--- src/rtl/ppb_pkg.sv ---
// ============================================================================
// ppb_pkg - shared constants for the peak pyramid builder
// Default sizes, the Q7 peak width and the configuration reset value.
// ============================================================================
package ppb_pkg;

    // default pyramid depth and sample width
    localparam int PPB_LEVELS_DEF      = 16;
    localparam int PPB_SAMPLE_BITS_DEF = 16;

    // quantized peak width (Q7)
    localparam int PPB_Q_BITS = 8;

    // window length register
    localparam int              PPB_CFG_W    = 16;
    localparam logic [PPB_CFG_W-1:0] PPB_WS_RESET = 16'd256;

    // output beat: peak_min in the low byte, peak_max in the high byte
    localparam int PPB_OUT_DATA_W = 2 * PPB_Q_BITS;

endpackage

--- src/rtl/ppb_minmax.sv ---
// ============================================================================
// ppb_minmax - shared min/max merge unit
// Merges two signed (min, max) pairs: min of the mins, max of the maxes.
// Used for window accumulation and for merging peaks up the pyramid.
// ============================================================================
module ppb_minmax
    import ppb_pkg::*;
#(
    parameter int W = PPB_SAMPLE_BITS_DEF
)
(
    input  logic signed [W-1:0] a_lo,
    input  logic signed [W-1:0] a_hi,
    input  logic signed [W-1:0] b_lo,
    input  logic signed [W-1:0] b_hi,
    output logic signed [W-1:0] lo,
    output logic signed [W-1:0] hi
);

    // one compare per side
    assign lo = (a_lo < b_lo) ? a_lo : b_lo;
    assign hi = (a_hi > b_hi) ? a_hi : b_hi;

endmodule

--- src/rtl/ppb_pending.sv ---
// ============================================================================
// ppb_pending - pending peak store, one entry per pyramid level below the top
// Valid bits clear on reset; the min/max entries are only read while valid.
// ============================================================================
module ppb_pending
    import ppb_pkg::*;
#(
    parameter int LEVELS = PPB_LEVELS_DEF
)
(
    input  logic                        clk,
    input  logic                        rst_n,
    input  logic [(((LEVELS - 1) > 1) ? $clog2(LEVELS - 1) : 1)-1:0] addr,
    input  logic                        wr_en,
    input  logic                        clr_en,
    input  logic signed [PPB_Q_BITS-1:0] wr_min,
    input  logic signed [PPB_Q_BITS-1:0] wr_max,
    output logic                        rd_valid,
    output logic signed [PPB_Q_BITS-1:0] rd_min,
    output logic signed [PPB_Q_BITS-1:0] rd_max,
    output logic                        any_valid
);

    localparam int DEPTH = LEVELS - 1;

    logic [DEPTH-1:0]                    valid_reg;
    logic signed [PPB_Q_BITS-1:0]        min_reg [DEPTH];
    logic signed [PPB_Q_BITS-1:0]        max_reg [DEPTH];

    // valid bits
    always_ff @(posedge clk or negedge rst_n)
    begin
        if (!rst_n)
        begin
            valid_reg <= '0;
        end
        else if (wr_en)
        begin
            valid_reg[addr] <= 1'b1;
        end
        else if (clr_en)
        begin
            valid_reg[addr] <= 1'b0;
        end
    end

    // peak payload, no reset
    always_ff @(posedge clk)
    begin
        if (wr_en)
        begin
            min_reg[addr] <= wr_min;
            max_reg[addr] <= wr_max;
        end
    end

    assign rd_valid  = valid_reg[addr];
    assign rd_min    = min_reg[addr];
    assign rd_max    = max_reg[addr];
    assign any_valid = |valid_reg;

endmodule

--- src/rtl/peak_pyramid_builder.sv ---
// ============================================================================
// peak_pyramid_builder - streaming min/max overview pyramid
// Level-0 peaks summarize windows of samples (quantized to Q7); each higher
// level pairs the peaks below it. Every peak formed is sent as one beat.
// ============================================================================
//
//  channel | dir | tdata                          | tuser  | tlast
//  --------+-----+--------------------------------+--------+--------------
//  s_*     | in  | sample [SAMPLE_BITS-1:0]       | -      | end_of_stream
//  m_*     | out | peak_min [7:0], peak_max [15:8]| level  | final_result
//  cfg_*   | in  | window_samples [15:0]          | -      | -
//
//  A sample that does not close a window only updates the running min/max.
//  A closing sample walks the levels with one merge per cycle through the
//  shared min/max unit while m_tready is high, at most one beat per level.
//  End of stream sends all LEVELS beats and clears the window and pending peaks.
//  A stalled output beat holds the sequencer; no sample is taken meanwhile.
//  Reset (rst_n, async) clears the window, all pending peaks and sets
//  window_samples to 256. A window length of zero acts as one.
//
module peak_pyramid_builder
    import ppb_pkg::*;
#(
    parameter int LEVELS      = PPB_LEVELS_DEF,
    parameter int SAMPLE_BITS = PPB_SAMPLE_BITS_DEF
)
(
    input  logic                      clk,
    input  logic                      rst_n,
    // sample stream
    input  logic                      s_tvalid,
    output logic                      s_tready,
    input  logic [((SAMPLE_BITS + 7) / 8) * 8 - 1:0] s_tdata, // [SAMPLE_BITS-1:0] sample
    input  logic                      s_tlast,   // end_of_stream
    // peak stream
    output logic                      m_tvalid,
    input  logic                      m_tready,
    output logic [PPB_OUT_DATA_W-1:0] m_tdata,   // [7:0] peak_min, [15:8] peak_max
    output logic [$clog2(LEVELS)-1:0] m_tuser,   // level
    output logic                      m_tlast,   // final_result
    // window length register
    input  logic                      cfg_valid,
    output logic                      cfg_ready,
    input  logic [PPB_CFG_W-1:0]      cfg_data
);

    localparam int LW        = $clog2(LEVELS);
    localparam int AW        = ((LEVELS - 1) > 1) ? $clog2(LEVELS - 1) : 1;
    localparam logic [LW-1:0] LAST_LVL = LW'(LEVELS - 1);

    localparam logic ST_IDLE = 1'b0;
    localparam logic ST_EMIT = 1'b1;

    localparam logic signed [SAMPLE_BITS-1:0] MOST_POS = {1'b0, {(SAMPLE_BITS-1){1'b1}}};
    localparam logic signed [SAMPLE_BITS-1:0] MOST_NEG = {1'b1, {(SAMPLE_BITS-1){1'b0}}};

    // ------------------------------------------------------------------
    // registers
    // ------------------------------------------------------------------
    logic                          state_reg, state_next;
    logic [PPB_CFG_W-1:0]          ws_reg;
    logic [PPB_CFG_W-1:0]          count_reg, count_next;
    logic signed [SAMPLE_BITS-1:0] rmin_reg, rmin_next;
    logic signed [SAMPLE_BITS-1:0] rmax_reg, rmax_next;
    logic signed [PPB_Q_BITS-1:0]  cur_min_reg, cur_min_next;
    logic signed [PPB_Q_BITS-1:0]  cur_max_reg, cur_max_next;
    logic [LW-1:0]                 lvl_reg, lvl_next;
    logic                          eos_reg, eos_next;

    // shared unit and pending store hookups
    logic signed [SAMPLE_BITS-1:0] u_a_lo, u_a_hi, u_b_lo, u_b_hi, u_lo, u_hi;
    logic                          pend_wr, pend_clr, pend_valid, pend_any;
    logic signed [PPB_Q_BITS-1:0]  pend_min, pend_max;

    logic                          in_beat, out_beat, close_win;
    logic [PPB_CFG_W-1:0]          ws_eff, count_inc;
    logic signed [SAMPLE_BITS-1:0] sample;

    assign sample   = s_tdata[SAMPLE_BITS-1:0];
    assign in_beat  = s_tvalid && s_tready;
    assign out_beat = m_tvalid && m_tready;

    ppb_minmax #(.W(SAMPLE_BITS)) u_minmax (
        .a_lo (u_a_lo),
        .a_hi (u_a_hi),
        .b_lo (u_b_lo),
        .b_hi (u_b_hi),
        .lo   (u_lo),
        .hi   (u_hi)
    );

    ppb_pending #(.LEVELS(LEVELS)) u_pending (
        .clk       (clk),
        .rst_n     (rst_n),
        .addr      (lvl_reg[AW-1:0]),
        .wr_en     (pend_wr),
        .clr_en    (pend_clr),
        .wr_min    (cur_min_reg),
        .wr_max    (cur_max_reg),
        .rd_valid  (pend_valid),
        .rd_min    (pend_min),
        .rd_max    (pend_max),
        .any_valid (pend_any)
    );

    // shared unit operands: window update when idle, peak merge when emitting
    always_comb
    begin
        if (state_reg == ST_IDLE)
        begin
            u_a_lo = sample;
            u_a_hi = sample;
            u_b_lo = rmin_reg;
            u_b_hi = rmax_reg;
        end
        else
        begin
            u_a_lo = SAMPLE_BITS'(pend_min);
            u_a_hi = SAMPLE_BITS'(pend_max);
            u_b_lo = SAMPLE_BITS'(cur_min_reg);
            u_b_hi = SAMPLE_BITS'(cur_max_reg);
        end
    end

    // window close test
    assign ws_eff    = (ws_reg == '0) ? PPB_CFG_W'(1) : ws_reg;
    assign count_inc = count_reg + PPB_CFG_W'(1);
    assign close_win = (count_inc >= ws_eff) || s_tlast;

    // sequencer
    always_comb
    begin
        state_next   = state_reg;
        count_next   = count_reg;
        rmin_next    = rmin_reg;
        rmax_next    = rmax_reg;
        cur_min_next = cur_min_reg;
        cur_max_next = cur_max_reg;
        lvl_next     = lvl_reg;
        eos_next     = eos_reg;
        pend_wr      = 1'b0;
        pend_clr     = 1'b0;
        case (state_reg)
            ST_IDLE:
            begin
                if (in_beat)
                begin
                    if (close_win)
                    begin
                        // quantize to Q7 by keeping the top byte
                        cur_min_next = u_lo[SAMPLE_BITS-1 -: PPB_Q_BITS];
                        cur_max_next = u_hi[SAMPLE_BITS-1 -: PPB_Q_BITS];
                        count_next   = '0;
                        rmin_next    = MOST_POS;
                        rmax_next    = MOST_NEG;
                        lvl_next     = '0;
                        eos_next     = s_tlast;
                        state_next   = ST_EMIT;
                    end
                    else
                    begin
                        count_next = count_inc;
                        rmin_next  = u_lo;
                        rmax_next  = u_hi;
                    end
                end
            end
            ST_EMIT:
            begin
                if (out_beat)
                begin
                    if (lvl_reg == LAST_LVL)
                    begin
                        state_next = ST_IDLE;
                    end
                    else if (pend_valid)
                    begin
                        // pair with the waiting peak and carry up
                        cur_min_next = u_lo[PPB_Q_BITS-1:0];
                        cur_max_next = u_hi[PPB_Q_BITS-1:0];
                        pend_clr     = 1'b1;
                        lvl_next     = lvl_reg + LW'(1);
                    end
                    else if (eos_reg)
                    begin
                        // flush: lone peak moves up alone
                        lvl_next = lvl_reg + LW'(1);
                    end
                    else
                    begin
                        // park the peak until its partner arrives
                        pend_wr    = 1'b1;
                        state_next = ST_IDLE;
                    end
                end
            end
            default:
            begin
                state_next = ST_IDLE;
            end
        endcase
    end

    // control registers
    always_ff @(posedge clk or negedge rst_n)
    begin
        if (!rst_n)
        begin
            state_reg <= ST_IDLE;
            ws_reg    <= PPB_WS_RESET;
            count_reg <= '0;
            rmin_reg  <= MOST_POS;
            rmax_reg  <= MOST_NEG;
            lvl_reg   <= '0;
            eos_reg   <= 1'b0;
        end
        else
        begin
            state_reg <= state_next;
            count_reg <= count_next;
            rmin_reg  <= rmin_next;
            rmax_reg  <= rmax_next;
            lvl_reg   <= lvl_next;
            eos_reg   <= eos_next;
            if (cfg_valid && cfg_ready)
            begin
                ws_reg <= cfg_data;
            end
        end
    end

    // current peak payload
    always_ff @(posedge clk)
    begin
        cur_min_reg <= cur_min_next;
        cur_max_reg <= cur_max_next;
    end

    // ports
    assign s_tready  = (state_reg == ST_IDLE);
    assign m_tvalid  = (state_reg == ST_EMIT);
    assign m_tdata   = {cur_max_reg, cur_min_reg};
    assign m_tuser   = lvl_reg;
    assign m_tlast   = eos_reg && (lvl_reg == LAST_LVL);
    assign cfg_ready = 1'b1;

    // ------------------------------------------------------------------
    // assertions
    // ------------------------------------------------------------------
    a_min_le_max: assert property (@(posedge clk) disable iff (!rst_n)
        m_tvalid |-> ($signed(m_tdata[PPB_Q_BITS-1:0])
                      <= $signed(m_tdata[PPB_OUT_DATA_W-1:PPB_Q_BITS])))
        else $error("peak min above peak max");

    a_top_ends_run: assert property (@(posedge clk) disable iff (!rst_n)
        (out_beat && lvl_reg == LAST_LVL) |=> s_tready)
        else $error("sequencer did not return to idle after top level");

    a_flush_clears: assert property (@(posedge clk) disable iff (!rst_n)
        (out_beat && m_tlast) |=> (!pend_any && count_reg == '0))
        else $error("state not cleared after end of stream");

endmodule
--- config.mk ---
export PLATFORM = sky130hd
export DESIGN_NAME = peak_pyramid_builder
export DESIGN_NICKNAME = d
export VERILOG_FILES = /design/src/rtl/ppb_pkg.sv /design/src/rtl/ppb_minmax.sv /design/src/rtl/ppb_pending.sv /design/src/rtl/peak_pyramid_builder.sv
export SDC_FILE = /design/constraint.sdc
export NUM_CORES = 1
export LEC_CHECK = 0
export ABC_AREA = 1
export BUFFER_PORTS_ARGS = -buffer_cell sky130_fd_sc_hd__buf_2
export CAP_MARGIN = 20
export CORE_UTILIZATION = 35
export CTS_BUF_LIST = sky130_fd_sc_hd__clkbuf_8
export CTS_CLUSTER_DIAMETER = 150
export DETAILED_ROUTE_END_ITERATION = 7
export PLACE_DENSITY = 0.61
export SYNTH_ARGS = -nofsm -noshare
export SYNTH_HDL_FRONTEND = slang
export SYNTH_SLANG_ARGS = --single-unit
--- constraint.sdc ---
create_clock -name clk -period 4.8 [get_ports clk]
set_input_delay 0.48 -clock clk [delete_from_list [all_inputs] [get_ports clk]]
set_output_delay 0.48 -clock clk [all_outputs]
set_load 0.05 [all_outputs]
Word level (Yosys, flattened, before mapping)
Memory sizes are Yosys's and may differ from the RTL's.
Cells that the tools add are included.
Cells by class
  order comparisons: 5
  mux-type cells: 53
  reductions and logical operators: 11
  bitwise logic cells: 4
  add/sub/neg operators: 2
  eq/ne operators: 7
Operators by type and width (count)
  16-bit 2-to-1 mux: 10
  8-bit 2-to-1 mux: 10
  8-bit case mux with 2 select lines: 2
  15-bit 2-to-1 mux: 2
  4-bit 2-to-1 mux: 6
  1-bit 2-to-1 mux: 19
  16-bit by 1-bit adder with 16-bit output (second input constant): 1
  16-bit >= comparator: 1
  16-bit greater-than comparator: 1
  16-bit zero test: 1
  16-bit less-than comparator: 1
  15-bit bitwise AND: 1
  15-bit NOT: 1
  15-bit bitwise OR: 1
  5-bit AND reduction: 2
  2-bit by 1-bit inequality test with 1-bit output (second input constant): 4
  4-bit case mux with 2 select lines: 1
  4-bit by 5-bit less-than comparator with 1-bit output (second input constant): 1
  4-bit by 1-bit adder with 4-bit output (second input constant): 1
  1-bit binary-select mux with 4-bit select: 1
  1-bit demux with 4-bit select: 1
  4-bit == test (second input constant): 1
  4-bit by 1-bit >= comparator with 1-bit output (second input constant): 1
  1-bit logical AND: 4
  other kinds (8): 8
Word-level totals
  input bits: 38
  memories: 2
  word-level logic and storage cells: 94
  RAM bits: 240
  flip-flop bits (word level): 101
Memories
  u_pending.max_reg: depth 15, bits a word 8, rd ports 1, clocked after memory_dff 0, write ports 1, RTL line ppb_pending.sv:28  | logic signed [PPB_Q_BITS-1:0] max_reg [DEPTH];
  u_pending.min_reg: depth 15, bits a word 8, rd ports 1, clocked after memory_dff 0, write ports 1, RTL line ppb_pending.sv:27  | logic signed [PPB_Q_BITS-1:0] min_reg [DEPTH];

Depth between registers and ports, before layout
  depth after elaboration: 8
  mapped depth: 26
  gate-level depth less buffers: 23

Cells and area by module
From an unflattened synthesis, not the netlist that was laid out.
Unflattened totals
  cell total of the unflattened synthesis: 1922
  area, all modules: 17120.2 um^2
Modules (own cells, without submodules)
  ppb_pending: area an instance 10735.3 um^2, instances 1, cells an instance 1032
  peak_pyramid_builder: area an instance 4889.7 um^2, instances 1, cells an instance 641
  ppb_minmax: area an instance 1495.2 um^2, instances 1, cells an instance 249

Worst setup path before layout
Ideal clock, no wire load.
  path type: register to register
  from: register count_reg[2]
  to: register cur_max_reg[0] (enable)
  setup time: 0.397 ns
  data arrival time: 3.614 ns
  required time: 4.403 ns
  setup slack: 0.790 ns
  cell stages (with the launch flop): 18
  cells stage by stage: dfrtp_1 -> inv_1 -> nor3_1 -> nand3_1 -> nor3_2 -> nand3_1 -> nor3_1 -> nand3_1 -> nor3_2 -> xor2_1 -> inv_1 -> ha_1 -> nand4_1 -> nor3_1 -> nand3_1 -> nand4_1 -> nand2_1 -> a22oi_1
On the way
  word-level cells in the longest chain between the ends: 5
Ends and longest elaborated chain
  start: declaration: RTL line peak_pyramid_builder.sv:62  | logic [PPB_CFG_W-1:0] count_reg, count_next;
  start signal: assignment: RTL line peak_pyramid_builder.sv:220  | count_reg <= count_next;
  16-bit by 1-bit adder with 16-bit output: RTL line peak_pyramid_builder.sv:127  | assign count_inc = count_reg + PPB_CFG_W'(1);
  16-bit >= comparator: RTL line peak_pyramid_builder.sv:128  | assign close_win = (count_inc >= ws_eff) || s_tlast;
  1-bit logical OR: RTL line peak_pyramid_builder.sv:128
  2-bit by 1-bit inequality test with 1-bit output (no line)
  5-bit AND reduction (no line)
  end signal: assignment: RTL line peak_pyramid_builder.sv:236  | cur_max_reg <= cur_max_next;
  end: declaration: RTL line peak_pyramid_builder.sv:66  | logic signed [PPB_Q_BITS-1:0] cur_max_reg, cur_max_next;
No other way between the ends.
A chain may end at the register's enable or synchronous reset.

Worst setup path in the final report
  from: register lvl_reg[0], in the netlist m_tuser[0]
  to: register cur_max_reg[0], data pin
On the way
  word-level cells in the longest chain between the ends: 8
  elaborated cells between the ends (all ways): 10
Ends and longest elaborated chain
  start: declaration: RTL line peak_pyramid_builder.sv:67  | logic [LW-1:0] lvl_reg, lvl_next;
  start signal: assignment: RTL line peak_pyramid_builder.sv:223  | lvl_reg <= lvl_next;
  memory read 15 x 8 bit *
  16-bit 2-to-1 mux *: RTL line peak_pyramid_builder.sv:109  | if (state_reg == ST_IDLE)
  16-bit greater-than comparator: RTL line ppb_minmax.sv:22  | assign hi = (a_hi > b_hi) ? a_hi : b_hi;
  16-bit 2-to-1 mux *: RTL line ppb_minmax.sv:22
  8-bit 2-to-1 mux: RTL line peak_pyramid_builder.sv:176  | else if (pend_valid)
  8-bit 2-to-1 mux: RTL line peak_pyramid_builder.sv:172  | if (lvl_reg == LAST_LVL)
  8-bit 2-to-1 mux: RTL line peak_pyramid_builder.sv:170  | if (out_beat)
  8-bit case mux with 2 select lines *: RTL line peak_pyramid_builder.sv:143  | case (state_reg)
  named net cur_max_next[0]: RTL line peak_pyramid_builder.sv:66
The timed path passes the listed nets; every way through them passes the cells marked *. The select of a mux whose other input is x is not followed.

==> qor.yml <==
status: "completed"
die_area_um2: 46890
areaGrowthSynthToFinish_pct: 13.79
clk_pin_slew_ps: 60
clock_latency_ps: 630
setup-tns-final_ps: 0
synth_nets: 1647
clock_sinks: 341
cp-end-kind: "register"
holdPathEnd: "ws_reg[5]"
peakVddDrop_v: 0.0006510
yosys.area.top_type_share: 0.4772
ys_top_cells_by_area: "edfxtp_1 48%, dfrtp_1 11%, nand2_1 6.4%, o21ai_0 4.6%, ha_1 4.0%"
grt_usage: 0.1811
die_h_um: 216.5
initial_core_util: 0.3550
crit-reg2reg-launch: "m_tuser[0]"
viasPerCell: 5.108
hold_depth: 3
hold_viol_final: 0
gp_congestion: 0.8046
layout-drive-gt1-share: 0.1629
hp-start: "cfg_data[5]"
dp_hpwl_um: 26530
p_int_mw: 7.131
root_buffer: "clkbuf_8"
crit_type: "register to register"
post_synth.cell_area_avg_um2: 10.35
ff2ff_setup_slack_ps: 480
syn-instance-count: 1557
drt_iter0_markers: 999
num-fill-cells: 4384
reg2reg_to: "cur_max_reg[0]"
crit_top_cell: "nand2_1"
yosys_warnings: 0
critical-path-max-stage-delay_ps: 590
worstPathRequired_ps: 5170
grt_max_degree: 48
wl_met2_um: 19760
grt_pass1_vias: 11610
vias: 11720
setup-violations-final: 0
fmaxAchievable_mhz: 231.6
grt_pass1_wl_um: 66270
cp_max_fo: 30
ys_seq_elements: 341
register_area_um2: 9839
p_switching_mw: 6.005
cp_top_family: "compound AO/OA/AOI/OAI gates"
clock-skew-final_ps: 48.22
finalWirelength_um: 41990
layout_common_cells: "275 x nand2_1, 256 x edfxtp_1, 162 x inv_1"
dr.pass1.iters: 7
antenna_cells_inserted: 0
routed.top_layer: "met5"
netlist_area_um2: 16110
synth_cell_type_count: 54
p_leak_nw: 7.493
antenna_found_initial: 1
cap_violations: 0
ioPinCount: 62
crit_path_start_kind: "register"
wl_per_cell_um: 18.31
critPathArrivalTime_ps: 4690
ff2ff_path_depth: 21
cts_buffers: 55
drc: 0
crit_chain: "buf_4, buf_4, o21ai_0, o22ai_1, nand2_1, nand2_1, a221oi_1, o21a_1, inv_1, ha_1, a21oi_1, o21a_1, o221ai_1, nand2_1, o211ai_1, xnor2_1, nand2_1, buf_4, inv_1, o21ai_0, mux2i_1"
hold_path_class: "primary input to register"
rsz0062_at_grt: "no"
finalNetCount: 1738
pwr-share-clk: 0.177
power_frac_seq: 0.329
path_buf_inv: 5
layout_commonest_cell: "nand2_1"
finalWorstSetupSlack_ps: 482.4
p_sw_frac: 0.4572
core_um2: 45380
port_buffers: 60
timing.slew.headroom: 0.5646
period_share: 0.8995
place_ws_ps: 178.6
slew_viol_final: 0
period_needed_ps: 4318
multi_input_area_um2: 5444
worstMarginPinSlew_ps: 653.1
cts_buffer_depth: 3
routed-wl-met3_um: 2405
grt_overflow_total: 0
postRouteAntennaNets: 0
powerDensity_nw_per_um2: 716.6
wirelength_met1_um: 18550
htree_levels: 2
worst_path_max_delay_cell: "dfrtp_4"
die_x_um: 216.5
cts_tree: "done"
rows: 78
combPwrFrac: 0.494
synth_top_area_cell: "edfxtp_1"
yosysSeqAreaShare: 0.6106
layout make-up:
class / count / share of cell area
clock buffer: 59 / 0.04430
clock inverter: 44 / 0.01099
timing repair buffer: 114 / 0.04082
inverter: 142 / 0.02921
multi-input combinational: 994 / 0.2970
sequential: 341 / 0.5368
tap: 600 / 0.04095
power by group through the flow:
stage / registers, mW / clock network, mW / logic (mW)
floorplan: 4.59 / 0 / 4.47
global placement: 4.36 / 0 / 6.25
detailed placement: 4.37 / 0 / 6.39
CTS: 4.32 / 2.38 / 6.42
global route: 4.37 / 2.50 / 7.30
finish: 4.32 / 2.32 / 6.49
metal layers:
layer	track usage	vias up
li1	-	5622
met2	0.2955	329
met5	0	-
met3	0.03467	75
met1	0.2389	5689
met4	0.06620	2
how the worst max path moves through the flow:
stage	start	end	slack (ps)	depth (start not counted)
floorplan	count_reg[2]	cur_max_reg[0]	790	17
global placement	count_reg[2]	m_tuser[3]	180	20
detailed placement	count_reg[2]	m_tuser[3]	180	20
CTS	count_reg[2]	m_tuser[3]	110	20
global route	count_reg[2]	m_tuser[3]	60	21
finish	m_tuser[0]	cur_max_reg[0]	480	21
kinds of logic (layout without fill, tap and decap cells):
group                      after synthesis  in the layout  share of synthesized area
xor gates and xnor gates                14             14                   0.007612
DFF                                    341            341                     0.6106
other                                    1              1                  0.0002328
buffers and inverters                  222            359                    0.05701
and+or+nand+nor                        572            572                     0.1552
AOI/OAI and AO/OA                      347            347                     0.1240
adders and majority gates               52             52                    0.04039
muxes                                    8              8                   0.004971
worst min-delay path: cells and delay by family:
family | cells | cell delay [ps]
and+or+nand+nor | 1 | 40
buffers and inverters | 1 | 80
AOI/OAI and AO/OA | 1 | 50
synth_stat cells, drive strengths merged:
cell type	n
nand2	279
edfxtp	256
o21ai	187
nor2	152
inv	140
nand3	95
dfrtp	68
a21oi	53
ha	52
clkbuf	51
o22ai	47
buf	29
or2	21
dfstp	17
o211ai	17
nor3	13
xor2	13
nand4	11
a221oi	9
mux2i	8
o21a	7
a22o	6
a22oi	3
a41oi	3
a2111oi	2
a31oi	2
clkinv	2
o221a	2
o32ai	2
a211oi	1
a21o	1
and2	1
conb	1
o2111ai	1
o211a	1
o21bai	1
o221ai	1
o41ai	1
xnor2	1
what timing repair did:
action                     4_1_cts  5_1_grt
gates resized for setup          0        7
hold endpoints to repair        44        0
hold buffers                     1        0
setup endpoints to repair        0       73
buffers inserted                 0        1
through the flow:
stage                       util  hold WS [ps]  instances  cell area [um2]  power (mW)
final                     0.4039         72.57       2294            18330       13.14
after global routing      0.4039         52.69       2294            18330       14.17
after detailed placement  0.3803         474.5       2189            17260       10.77
after CTS                 0.4028         31.77       2293            18280       13.12
after floorplan                -         184.4       1557            16110       9.053
after global placement    0.3803         469.7       2189            17260       10.61
Power figures use the tool's default switching activity.
